**src/design/tgr_pkg.sv**
```systemverilog
// ----------------------------------------------------------------------------
// tgr_pkg
// Shared types, codes and reset values of the touch gesture recognizer.
// ----------------------------------------------------------------------------
package tgr_pkg;

   localparam int TGR_QUEUE_DEPTH = 2;

   localparam int COORD_W = 12;
   localparam int TIME_W  = 48;
   localparam int FUNC_W  = 3;
   localparam int KIND_W  = 3;
   localparam int CSR_IDX_W  = 3;
   localparam int CSR_DATA_W = 32;

   // Request kinds as they arrive on the stream.
   localparam logic [FUNC_W-1:0] FUNC_DOWN   = 3'd0;
   localparam logic [FUNC_W-1:0] FUNC_MOVE   = 3'd1;
   localparam logic [FUNC_W-1:0] FUNC_UP     = 3'd2;
   localparam logic [FUNC_W-1:0] FUNC_CANCEL = 3'd3;
   localparam logic [FUNC_W-1:0] FUNC_TICK   = 3'd4;

   // Gesture codes on the response stream.
   localparam logic [KIND_W-1:0] GESTURE_TAP         = 3'd0;
   localparam logic [KIND_W-1:0] GESTURE_LONG_PRESS  = 3'd1;
   localparam logic [KIND_W-1:0] GESTURE_SWIPE_LEFT  = 3'd2;
   localparam logic [KIND_W-1:0] GESTURE_SWIPE_RIGHT = 3'd3;
   localparam logic [KIND_W-1:0] GESTURE_SWIPE_UP    = 3'd4;
   localparam logic [KIND_W-1:0] GESTURE_SWIPE_DOWN  = 3'd5;

   // Configuration register indexes.
   localparam logic [CSR_IDX_W-1:0] CSR_TAP_DISTANCE_LIMIT     = 3'd0;
   localparam logic [CSR_IDX_W-1:0] CSR_SWIPE_DISTANCE_MIN     = 3'd1;
   localparam logic [CSR_IDX_W-1:0] CSR_AXIS_RATIO_NUMERATOR   = 3'd2;
   localparam logic [CSR_IDX_W-1:0] CSR_AXIS_RATIO_DENOMINATOR = 3'd3;
   localparam logic [CSR_IDX_W-1:0] CSR_TAP_TIME_LIMIT         = 3'd4;
   localparam logic [CSR_IDX_W-1:0] CSR_LONG_PRESS_TIME        = 3'd5;

   localparam logic [11:0] RST_TAP_DISTANCE_LIMIT     = 12'd24;
   localparam logic [11:0] RST_SWIPE_DISTANCE_MIN     = 12'd60;
   localparam logic [7:0]  RST_AXIS_RATIO_NUMERATOR   = 8'd1;
   localparam logic [7:0]  RST_AXIS_RATIO_DENOMINATOR = 8'd2;
   localparam logic [31:0] RST_TAP_TIME_LIMIT         = 32'd300000;
   localparam logic [31:0] RST_LONG_PRESS_TIME        = 32'd600000;

   typedef enum logic [2:0] {
      CMD_DOWN,
      CMD_MOVE,
      CMD_UP,
      CMD_CANCEL,
      CMD_TICK
   } cmd_type;

   typedef struct packed {
      cmd_type             cmd;
      logic [COORD_W-1:0]  pos_x;
      logic [COORD_W-1:0]  pos_y;
      logic [TIME_W-1:0]   time_us;
   } item_type;

   typedef struct packed {
      logic [11:0] tap_distance_limit;
      logic [11:0] swipe_distance_min;
      logic [7:0]  axis_ratio_numerator;
      logic [7:0]  axis_ratio_denominator;
      logic [31:0] tap_time_limit;
      logic [31:0] long_press_time;
   } cfg_type;

endpackage

```
**src/design/tgr_front.sv**
```systemverilog
// ----------------------------------------------------------------------------
// tgr_front
// Input stage: accepts requests, decodes the kind and drops unknown kinds.
// ----------------------------------------------------------------------------
module tgr_front (
   input  logic                         clock,
   input  logic                         reset,
   input  logic                         in_valid,
   output logic                         in_ready,
   input  logic [tgr_pkg::FUNC_W-1:0]   in_func,
   input  logic [tgr_pkg::COORD_W-1:0]  in_pos_x,
   input  logic [tgr_pkg::COORD_W-1:0]  in_pos_y,
   input  logic [tgr_pkg::TIME_W-1:0]   in_time_us,
   output logic                         push_valid,
   input  logic                         push_ready,
   output tgr_pkg::item_type            push_item
);
   import tgr_pkg::*;

   logic     front_valid_ff, front_valid_in;
   item_type front_item_ff, front_item_in;
   logic     known;
   cmd_type  cmd;
   logic     accept;

   always_comb begin
      known = 1'b1;
      cmd   = CMD_DOWN;
      case (in_func)
         FUNC_DOWN:   cmd = CMD_DOWN;
         FUNC_MOVE:   cmd = CMD_MOVE;
         FUNC_UP:     cmd = CMD_UP;
         FUNC_CANCEL: cmd = CMD_CANCEL;
         FUNC_TICK:   cmd = CMD_TICK;
         default:     known = 1'b0;
      endcase
   end

   assign in_ready = !front_valid_ff || push_ready;
   assign accept   = in_valid && in_ready;

   always_comb begin
      front_valid_in = front_valid_ff;
      front_item_in  = front_item_ff;
      if (accept) begin
         // Unknown kinds change nothing downstream, so they are consumed here.
         front_valid_in        = known;
         front_item_in.cmd     = cmd;
         front_item_in.pos_x   = in_pos_x;
         front_item_in.pos_y   = in_pos_y;
         front_item_in.time_us = in_time_us;
      end else if (push_ready) begin
         front_valid_in = 1'b0;
      end
   end

   always_ff @(posedge clock) begin
      if (reset) begin
         front_valid_ff <= 1'b0;
      end else begin
         front_valid_ff <= front_valid_in;
      end
      front_item_ff <= front_item_in;
   end

   assign push_valid = front_valid_ff;
   assign push_item  = front_item_ff;

endmodule

```
**src/design/tgr_queue.sv**
```systemverilog
// ----------------------------------------------------------------------------
// tgr_queue
// Small FIFO of decoded requests between the front and back stages.
// ----------------------------------------------------------------------------
module tgr_queue #(
   parameter int DEPTH = tgr_pkg::TGR_QUEUE_DEPTH
) (
   input  logic               clock,
   input  logic               reset,
   input  logic               push_valid,
   output logic               push_ready,
   input  tgr_pkg::item_type  push_item,
   output logic               pop_valid,
   input  logic               pop_ready,
   output tgr_pkg::item_type  pop_item
);
   import tgr_pkg::*;

   localparam int PTR_W = (DEPTH > 1) ? $clog2(DEPTH) : 1;
   localparam int CNT_W = $clog2(DEPTH + 1);
   localparam logic [PTR_W-1:0] LAST_PTR = PTR_W'(DEPTH - 1);
   localparam logic [CNT_W-1:0] FULL_CNT = CNT_W'(DEPTH);

   item_type         slot_ff [DEPTH];
   logic [PTR_W-1:0] wr_ptr_ff, wr_ptr_in;
   logic [PTR_W-1:0] rd_ptr_ff, rd_ptr_in;
   logic [CNT_W-1:0] count_ff, count_in;
   logic             push, pop;

   assign push_ready = (count_ff != FULL_CNT);
   assign pop_valid  = (count_ff != '0);
   assign push       = push_valid && push_ready;
   assign pop        = pop_valid && pop_ready;
   assign pop_item   = slot_ff[rd_ptr_ff];

   always_comb begin
      wr_ptr_in = wr_ptr_ff;
      rd_ptr_in = rd_ptr_ff;
      count_in  = count_ff;
      if (push) begin
         wr_ptr_in = (wr_ptr_ff == LAST_PTR) ? '0 : wr_ptr_ff + 1'b1;
      end
      if (pop) begin
         rd_ptr_in = (rd_ptr_ff == LAST_PTR) ? '0 : rd_ptr_ff + 1'b1;
      end
      if (push && !pop) begin
         count_in = count_ff + 1'b1;
      end else if (pop && !push) begin
         count_in = count_ff - 1'b1;
      end
   end

   always_ff @(posedge clock) begin
      if (reset) begin
         wr_ptr_ff <= '0;
         rd_ptr_ff <= '0;
         count_ff  <= '0;
      end else begin
         wr_ptr_ff <= wr_ptr_in;
         rd_ptr_ff <= rd_ptr_in;
         count_ff  <= count_in;
      end
   end

   always_ff @(posedge clock) begin
      if (push) begin
         slot_ff[wr_ptr_ff] <= push_item;
      end
   end

endmodule

```
**src/design/tgr_back.sv**
```systemverilog
// ----------------------------------------------------------------------------
// tgr_back
// Press state and gesture classification, with a registered response.
// ----------------------------------------------------------------------------
module tgr_back (
   input  logic                         clock,
   input  logic                         reset,
   input  tgr_pkg::cfg_type             cfg,
   input  logic                         head_valid,
   output logic                         head_ready,
   input  tgr_pkg::item_type            head_item,
   output logic                         out_valid,
   input  logic                         out_ready,
   output logic [tgr_pkg::KIND_W-1:0]   out_kind,
   output logic [tgr_pkg::COORD_W-1:0]  out_origin_x,
   output logic [tgr_pkg::COORD_W-1:0]  out_origin_y,
   output logic [tgr_pkg::TIME_W-1:0]   out_time_us
);
   import tgr_pkg::*;

   localparam int PROD_W = COORD_W + 8;

   logic               active_ff, active_in;
   logic               long_done_ff, long_done_in;
   logic               moved_ff, moved_in;
   logic [COORD_W-1:0] down_x_ff, down_x_in;
   logic [COORD_W-1:0] down_y_ff, down_y_in;
   logic [TIME_W-1:0]  down_time_ff, down_time_in;

   logic               rsp_valid_ff, rsp_valid_in;
   logic [KIND_W-1:0]  rsp_kind_ff, rsp_kind_in;
   logic [COORD_W-1:0] rsp_x_ff, rsp_x_in;
   logic [COORD_W-1:0] rsp_y_ff, rsp_y_in;
   logic [TIME_W-1:0]  rsp_time_ff, rsp_time_in;

   logic               advance;
   logic [COORD_W-1:0] adx, ady;
   logic [PROD_W-1:0]  ady_den, adx_num, adx_den, ady_num;
   logic [TIME_W-1:0]  held;
   logic               h_swipe, v_swipe, tap_ok, far, long_ok;
   logic               emit;
   logic [KIND_W-1:0]  kind;

   assign head_ready = !rsp_valid_ff || out_ready;
   assign advance    = head_valid && head_ready;

   assign adx = (head_item.pos_x >= down_x_ff) ? head_item.pos_x - down_x_ff
                                               : down_x_ff - head_item.pos_x;
   assign ady = (head_item.pos_y >= down_y_ff) ? head_item.pos_y - down_y_ff
                                               : down_y_ff - head_item.pos_y;

   assign ady_den = {8'b0, ady} * {12'b0, cfg.axis_ratio_denominator};
   assign adx_num = {8'b0, adx} * {12'b0, cfg.axis_ratio_numerator};
   assign adx_den = {8'b0, adx} * {12'b0, cfg.axis_ratio_denominator};
   assign ady_num = {8'b0, ady} * {12'b0, cfg.axis_ratio_numerator};

   // Hold time wraps modulo 2^48 and is compared as a signed value.
   assign held = head_item.time_us - down_time_ff;

   assign far     = (adx > cfg.tap_distance_limit) || (ady > cfg.tap_distance_limit);
   assign h_swipe = (adx >= cfg.swipe_distance_min) && (ady_den <= adx_num);
   assign v_swipe = (ady >= cfg.swipe_distance_min) && (adx_den <= ady_num);
   assign tap_ok  = !moved_ff && !far &&
                    ($signed(held) <= $signed({16'b0, cfg.tap_time_limit}));
   assign long_ok = $signed(held) >= $signed({16'b0, cfg.long_press_time});

   always_comb begin
      active_in    = active_ff;
      long_done_in = long_done_ff;
      moved_in     = moved_ff;
      down_x_in    = down_x_ff;
      down_y_in    = down_y_ff;
      down_time_in = down_time_ff;
      emit         = 1'b0;
      kind         = GESTURE_TAP;
      case (head_item.cmd)
         CMD_DOWN: begin
            active_in    = 1'b1;
            long_done_in = 1'b0;
            moved_in     = 1'b0;
            down_x_in    = head_item.pos_x;
            down_y_in    = head_item.pos_y;
            down_time_in = head_item.time_us;
         end
         CMD_MOVE: begin
            if (active_ff && far) begin
               moved_in = 1'b1;
            end
         end
         CMD_UP: begin
            if (active_ff) begin
               active_in = 1'b0;
               if (!long_done_ff) begin
                  if (h_swipe) begin
                     emit = 1'b1;
                     kind = (head_item.pos_x > down_x_ff) ? GESTURE_SWIPE_RIGHT
                                                          : GESTURE_SWIPE_LEFT;
                  end else if (v_swipe) begin
                     emit = 1'b1;
                     kind = (head_item.pos_y > down_y_ff) ? GESTURE_SWIPE_DOWN
                                                          : GESTURE_SWIPE_UP;
                  end else if (tap_ok) begin
                     emit = 1'b1;
                     kind = GESTURE_TAP;
                  end
               end
            end
         end
         CMD_CANCEL: begin
            active_in = 1'b0;
         end
         CMD_TICK: begin
            if (active_ff && !long_done_ff && !moved_ff && long_ok) begin
               long_done_in = 1'b1;
               emit         = 1'b1;
               kind         = GESTURE_LONG_PRESS;
            end
         end
         default: begin
         end
      endcase
   end

   always_comb begin
      rsp_valid_in = rsp_valid_ff;
      rsp_kind_in  = rsp_kind_ff;
      rsp_x_in     = rsp_x_ff;
      rsp_y_in     = rsp_y_ff;
      rsp_time_in  = rsp_time_ff;
      if (advance) begin
         rsp_valid_in = emit;
         rsp_kind_in  = kind;
         rsp_x_in     = down_x_ff;
         rsp_y_in     = down_y_ff;
         rsp_time_in  = head_item.time_us;
      end else if (out_ready) begin
         rsp_valid_in = 1'b0;
      end
   end

   always_ff @(posedge clock) begin
      if (reset) begin
         active_ff    <= 1'b0;
         long_done_ff <= 1'b0;
         moved_ff     <= 1'b0;
         down_x_ff    <= '0;
         down_y_ff    <= '0;
         down_time_ff <= '0;
         rsp_valid_ff <= 1'b0;
      end else begin
         if (advance) begin
            active_ff    <= active_in;
            long_done_ff <= long_done_in;
            moved_ff     <= moved_in;
            down_x_ff    <= down_x_in;
            down_y_ff    <= down_y_in;
            down_time_ff <= down_time_in;
         end
         rsp_valid_ff <= rsp_valid_in;
      end
      rsp_kind_ff <= rsp_kind_in;
      rsp_x_ff    <= rsp_x_in;
      rsp_y_ff    <= rsp_y_in;
      rsp_time_ff <= rsp_time_in;
   end

   assign out_valid    = rsp_valid_ff;
   assign out_kind     = rsp_kind_ff;
   assign out_origin_x = rsp_x_ff;
   assign out_origin_y = rsp_y_ff;
   assign out_time_us  = rsp_time_ff;

endmodule

```
**src/design/touch_gesture_recognizer.sv**
```systemverilog
// ----------------------------------------------------------------------------
// touch_gesture_recognizer
// Turns pointer and tick requests into tap, long press and swipe gestures.
//
//   Channel  Direction  Handshake              Contents
//   req_     in         req_tvalid/req_tready  tuser: func; tdata: x, y, time
//   rsp_     out        rsp_tvalid/rsp_tready  tuser: gesture; tdata: x, y, time
//   csr_     in         csr_we                 index and 32-bit write data
//
// One request per cycle is accepted while req_tready is high; a request passes
// the front register, the queue and the response register, in that order.
// The back stage retires one queued request per cycle unless the response
// stalls, which sets the rate. A stalled response holds the back stage; the
// queue and front register take requests until they fill. Reset is synchronous.
// ----------------------------------------------------------------------------
module touch_gesture_recognizer #(
   parameter int QUEUE_DEPTH = tgr_pkg::TGR_QUEUE_DEPTH
) (
   input  logic                             clock,
   input  logic                             reset,
   input  logic                             req_tvalid,
   output logic                             req_tready,
   input  logic [tgr_pkg::FUNC_W-1:0]       req_tuser,  // [2:0] func
   input  logic [71:0]                      req_tdata,  // pos_x, pos_y, time_us
   output logic                             rsp_tvalid,
   input  logic                             rsp_tready,
   output logic [tgr_pkg::KIND_W-1:0]       rsp_tuser,  // [2:0] gesture_kind
   output logic [71:0]                      rsp_tdata,  // origin_x, origin_y, time
   input  logic                             csr_we,
   input  logic [tgr_pkg::CSR_IDX_W-1:0]    csr_index,
   input  logic [tgr_pkg::CSR_DATA_W-1:0]   csr_wdata
);
   import tgr_pkg::*;

   cfg_type            cfg_ff, cfg_in;
   logic               push_valid, push_ready;
   item_type           push_item;
   logic               head_valid, head_ready;
   item_type           head_item;
   logic [COORD_W-1:0] out_x, out_y;
   logic [TIME_W-1:0]  out_time;

   always_comb begin
      cfg_in = cfg_ff;
      if (csr_we) begin
         case (csr_index)
            CSR_TAP_DISTANCE_LIMIT:     cfg_in.tap_distance_limit     = csr_wdata[11:0];
            CSR_SWIPE_DISTANCE_MIN:     cfg_in.swipe_distance_min     = csr_wdata[11:0];
            CSR_AXIS_RATIO_NUMERATOR:   cfg_in.axis_ratio_numerator   = csr_wdata[7:0];
            CSR_AXIS_RATIO_DENOMINATOR: cfg_in.axis_ratio_denominator = csr_wdata[7:0];
            CSR_TAP_TIME_LIMIT:         cfg_in.tap_time_limit         = csr_wdata;
            CSR_LONG_PRESS_TIME:        cfg_in.long_press_time        = csr_wdata;
            default: begin
            end
         endcase
      end
   end

   always_ff @(posedge clock) begin
      if (reset) begin
         cfg_ff.tap_distance_limit     <= RST_TAP_DISTANCE_LIMIT;
         cfg_ff.swipe_distance_min     <= RST_SWIPE_DISTANCE_MIN;
         cfg_ff.axis_ratio_numerator   <= RST_AXIS_RATIO_NUMERATOR;
         cfg_ff.axis_ratio_denominator <= RST_AXIS_RATIO_DENOMINATOR;
         cfg_ff.tap_time_limit         <= RST_TAP_TIME_LIMIT;
         cfg_ff.long_press_time        <= RST_LONG_PRESS_TIME;
      end else begin
         cfg_ff <= cfg_in;
      end
   end

   tgr_front u_front (
      .clock      (clock),
      .reset      (reset),
      .in_valid   (req_tvalid),
      .in_ready   (req_tready),
      .in_func    (req_tuser),
      .in_pos_x   (req_tdata[11:0]),
      .in_pos_y   (req_tdata[23:12]),
      .in_time_us (req_tdata[71:24]),
      .push_valid (push_valid),
      .push_ready (push_ready),
      .push_item  (push_item)
   );

   tgr_queue #(
      .DEPTH (QUEUE_DEPTH)
   ) u_queue (
      .clock      (clock),
      .reset      (reset),
      .push_valid (push_valid),
      .push_ready (push_ready),
      .push_item  (push_item),
      .pop_valid  (head_valid),
      .pop_ready  (head_ready),
      .pop_item   (head_item)
   );

   tgr_back u_back (
      .clock        (clock),
      .reset        (reset),
      .cfg          (cfg_ff),
      .head_valid   (head_valid),
      .head_ready   (head_ready),
      .head_item    (head_item),
      .out_valid    (rsp_tvalid),
      .out_ready    (rsp_tready),
      .out_kind     (rsp_tuser),
      .out_origin_x (out_x),
      .out_origin_y (out_y),
      .out_time_us  (out_time)
   );

   assign rsp_tdata = {out_time, out_y, out_x};

endmodule

```
**config.mk**
```make
export PLATFORM = sky130hd
export DESIGN_NAME = touch_gesture_recognizer
export DESIGN_NICKNAME = d
export VERILOG_FILES = /design/src/design/tgr_pkg.sv /design/src/design/tgr_front.sv /design/src/design/tgr_queue.sv /design/src/design/tgr_back.sv /design/src/design/touch_gesture_recognizer.sv
export SDC_FILE = /design/constraint.sdc
export NUM_CORES = 2
export LEC_CHECK = 0
export BUFFER_PORTS_ARGS = -buffer_cell sky130_fd_sc_hd__buf_2
export CAP_MARGIN = 30
export CORE_MARGIN = 5
export CORE_UTILIZATION = 46
export DETAILED_ROUTE_END_ITERATION = 16
export PLACE_DENSITY = 0.74
export SYNTH_ARGS = -nofsm -noshare
export SYNTH_HDL_FRONTEND = slang
export SYNTH_SLANG_ARGS = --single-unit
export TNS_END_PERCENT = 1
```
**constraint.sdc**
```tcl
create_clock -name clock -period 13.9 [get_ports clock]
set_clock_uncertainty 0.1 [all_clocks]
set_input_delay 1.39 -clock clock [delete_from_list [all_inputs] [get_ports clock]]
set_output_delay 1.39 -clock clock [all_outputs]
set_load 0.01 [all_outputs]
```
==> summary.json <==
{
  "die": {
    "floorplan.io_pins": 192,
    "start_util_pct": 46.37,
    "design.core.area_um2": 80420,
    "die_area_um2": 86850,
    "fp-row-count": 104,
    "die_x_um": 294.7,
    "die_h_um": 294.7
  },
  "sta": {
    "min_period_ps": 10560,
    "final_min_period_over_clock_period_pct": 75.95,
    "setup_total_negative_slack_ps": 0,
    "timing.final.setup_violations": 0,
    "slew_viol_final": 0,
    "finalHoldViolCount": 0,
    "timing_limited_maximum_frequency_mhz": 94.72,
    "grt_setup_unrepaired": "no",
    "max_slew.worst_pin.slew_ps": 1022,
    "timing.slew.headroom_pct": 31.79
  },
  "worst_setup_path": {
    "crit_type": "reg2reg",
    "timing.critical_path.to_type": "flip-flop",
    "worstRegToRegCells": 36,
    "worst_path_max_delay_cell": "sky130_fd_sc_hd__dfxtp_4",
    "timing.critical_path.required_ps": 14220,
    "setup.worst_path.start_class": "flip-flop",
    "worst-endpoint-arrival_ps": 10870,
    "reg2reg_setup_slack_ps": 3340,
    "r2r_end": "u_back.out_kind[0]$_DFFE_PP_",
    "critical_path_peak_fanout": 47,
    "slowest_delay_ps": 920
  },
  "placed_design": {
    "placement.io_buffers": 191,
    "dpl-instance-area_um2": 39470,
    "numPlacedInstances": 4921,
    "gp_routability_congestion": 0.9396,
    "dp_hpwl_um": 68440
  },
  "power": {
    "power-per-cell-area_nw_per_um2": 190.4,
    "irDropWorstVdd_uv": 136.4,
    "total_power_mw": 7.825,
    "leak_nw": 18.04
  },
  "synth": {
    "synth_cell_type_count": 81,
    "yosys.area.top_type_share_pct": 24.16,
    "ys_async_sr_fraction_pct": 0,
    "ys_seq_elements": 486,
    "synth_enable_flop_cells": 300,
    "syn-num-nets": 4526,
    "synth_common_cells": "sky130_fd_sc_hd__inv_1 (498), sky130_fd_sc_hd__ha_1 (406), sky130_fd_sc_hd__nand2_1 (369)",
    "warning_count_from_the_yosys_run": 0,
    "synthDominantAreaCellType": "sky130_fd_sc_hd__edfxtp_1",
    "postSynthCellCount": 3760,
    "synth.yosys.seq_area_share_pct": 34.15,
    "synth.avg_cell_area_um2": 9.917,
    "netlist_top_cells_area": "sky130_fd_sc_hd__edfxtp_1 (24%), sky130_fd_sc_hd__ha_1 (14%), sky130_fd_sc_hd__fa_1 (13%)",
    "synthMostInstantiatedCell": "sky130_fd_sc_hd__inv_1",
    "synth_flop_cell": "sky130_fd_sc_hd__edfxtp_1",
    "post_synth_instance_area_um2": 37290
  },
  "detailed_routing": {
    "drc": 0,
    "routed-via-count": 26798,
    "drt-total-wl_um": 90250,
    "drt-pass1-iter-count": 7,
    "wl_per_cell_um": 18.01,
    "ant_nets": 0,
    "vias_per_cell": 5.348,
    "drt_iter0_drc": 1336
  },
  "finish": {
    "n_fill_cell": 7264,
    "final_cells": 5011,
    "nNetsFinal": 4675,
    "final_design_area_no_fill_um2": 41100,
    "synthToLayoutAreaGrowth_pct": 10.21,
    "fraction_of_final_layout_cells_sized_beyond_drive_strength_1_pct": 10.22
  },
  "hold_path": {
    "hold_crit_class": "reg2reg",
    "min_from": "u_front.push_item[56]$_DFFE_PP_",
    "worst_hold_path.endpoint": "u_queue.slot_ff[1][56]$_DFFE_PP_",
    "worstHoldPathCells": 0
  },
  "clock_network": {
    "clock_latency_of_the_later_clocked_register_in_the_worst_skew_pair_ps": 560,
    "h-tree-depth": 2,
    "ctsHoldBuffers": 0,
    "worst_setup_hold_path_clk_slew_ps": 70,
    "numCtsBuffers": 45,
    "cts.root.buffer_cell": "sky130_fd_sc_hd__clkbuf_16",
    "clock_path_buffers": 3,
    "tritoncts": "done",
    "tritoncts_num_sinks": 486,
    "post-cts-setup-buffer-count": 0,
    "post_cts.resized_instances": 0
  },
  "run_status": {
    "result_of_the_run": "finished, final reports clean"
  },
  "grt": {
    "grt_remaining_overflow": 0,
    "grt_usage_pct": 20.59,
    "grt_pass1_vias": 27698,
    "grt_max_degree": 87,
    "global_route_wire_length_before_repair_um": 145300,
    "grt_antenna_before_repair": 11
  },
  "flow_run": {
    "max_cap_violations": 0
  }
}
## area by class of cell
class | instances | area, um^2 | share of cell area [%]
clock inverter | 30 | 389.1 | 0.9469
antenna | 6 | 15.01 | 0.03654
sequential | 486 | 12740 | 30.99
clock buffer | 53 | 1209 | 2.941
inverter | 498 | 1871 | 4.552
timing repair buffer | 240 | 1355 | 3.297
tap | 1060 | 1326 | 3.227
multi-input combinational | 2638 | 22200 | 54.01
## sequential cells by signal, indices dropped and copies added, names as in the netlist, 2 cells and up, named ones only
name	flops
u_front.push_item	75
u_back.out_kind	3
u_back.out_origin_x	12
u_back.down_time_ff	48
u_queue.count_ff	2
u_back.down_x_ff	12
u_back.out_time_us	48
u_back.out_origin_y	12
cfg_ff	104
u_back.down_y_ff	12
u_queue.slot_ff	150
## per-stage QoR
| step | hold WS [ps] | util [%] | setup slack (ps) |
|---|---|---|---|
| detailed placement | 330.7 | 49.08 | 3434 |
| global route | 345.3 | 51.08 | 2553 |
| CTS | 326.5 | 51.07 | 3407 |
| finish | 340.2 | 51.10 | 3343 |
| global placement | 321.8 | 49.02 | 3683 |
| floorplan | 321.5 | - | 3928 |
## power breakdown
part	leakage (nW)	switching [mW]	internal (mW)	total, mW
clock network	0.779	0.553	0.780	1.33
registers	4.33	0.104	1.77	1.87
logic	12.9	2.82	1.80	4.62
total	18.0	3.47	4.35	7.83
## critical path: cells and delay by family, from the launching register on
family                     cells  cell delay, ps
AOI/OAI and AO/OA             17            3650
adders and majority gates      7            3100
DFF                            1             920
buffers and inverters          5             830
muxes                          2             760
xor gates and xnor gates       2             570
and+or+nand+nor                3             470
## placed cells by master, fill, tap and decap left out, drive strengths merged, types with 8 or more instances in the layout
master / count
a211o: 14
nand3b: 20
and3: 16
dfxtp: 186
nor2: 170
o21a: 18
o21bai: 33
nor3: 28
mux2: 57
a211oi: 41
edfxtp: 300
fa: 245
o2111ai: 10
a21o: 89
nand2b: 21
inv: 504
nand3: 40
a31oi: 12
nand2: 369
a21oi: 246
buf: 240
and2: 292
bufinv: 8
mux2i: 88
xor2: 48
nor2b: 57
o21ai: 85
nand4: 42
o211ai: 12
clkinv: 14
or3: 11
nor4: 12
ha: 406
xnor2: 80
clkbuf: 53
## logic make-up after synthesis
kind of cell / synth area share [%]
XOR/XNOR: 3.007
buffers and inverters: 6.490
adder cells (fa/ha/maj): 26.78
multiplexers: 4.084
flip-flops: 34.15
AO/OA/AOI/OAI: 10.74
AND/OR/NAND/NOR: 14.75
## worst max-delay path by stage
stage	from	endpoint	slack (ps)	cells after the start
floorplan	flip-flop	u_back.out_kind[0]$_DFFE_PP_	3930	40
global placement	flip-flop	u_back.out_kind[0]$_DFFE_PP_	3680	37
detailed placement	flip-flop	u_back.out_kind[0]$_DFFE_PP_	3430	36
CTS	flip-flop	u_back.out_kind[0]$_DFFE_PP_	3410	36
global route	flip-flop	u_back.out_kind[0]$_DFFE_PP_	2550	36
finish	flip-flop	u_back.out_kind[0]$_DFFE_PP_	3340	36
## per-layer routing
| metal | GRT usage, % | share of wire (%) |
|---|---|---|
| met2 | 36.33 | 49 |
| met5 | 0 | 0.051 |
| met3 | 2.969 | 5.6 |
| met1 | 25.92 | 42 |
| met4 | 7.091 | 3.9 |
(Power assumes the default switching activity.)
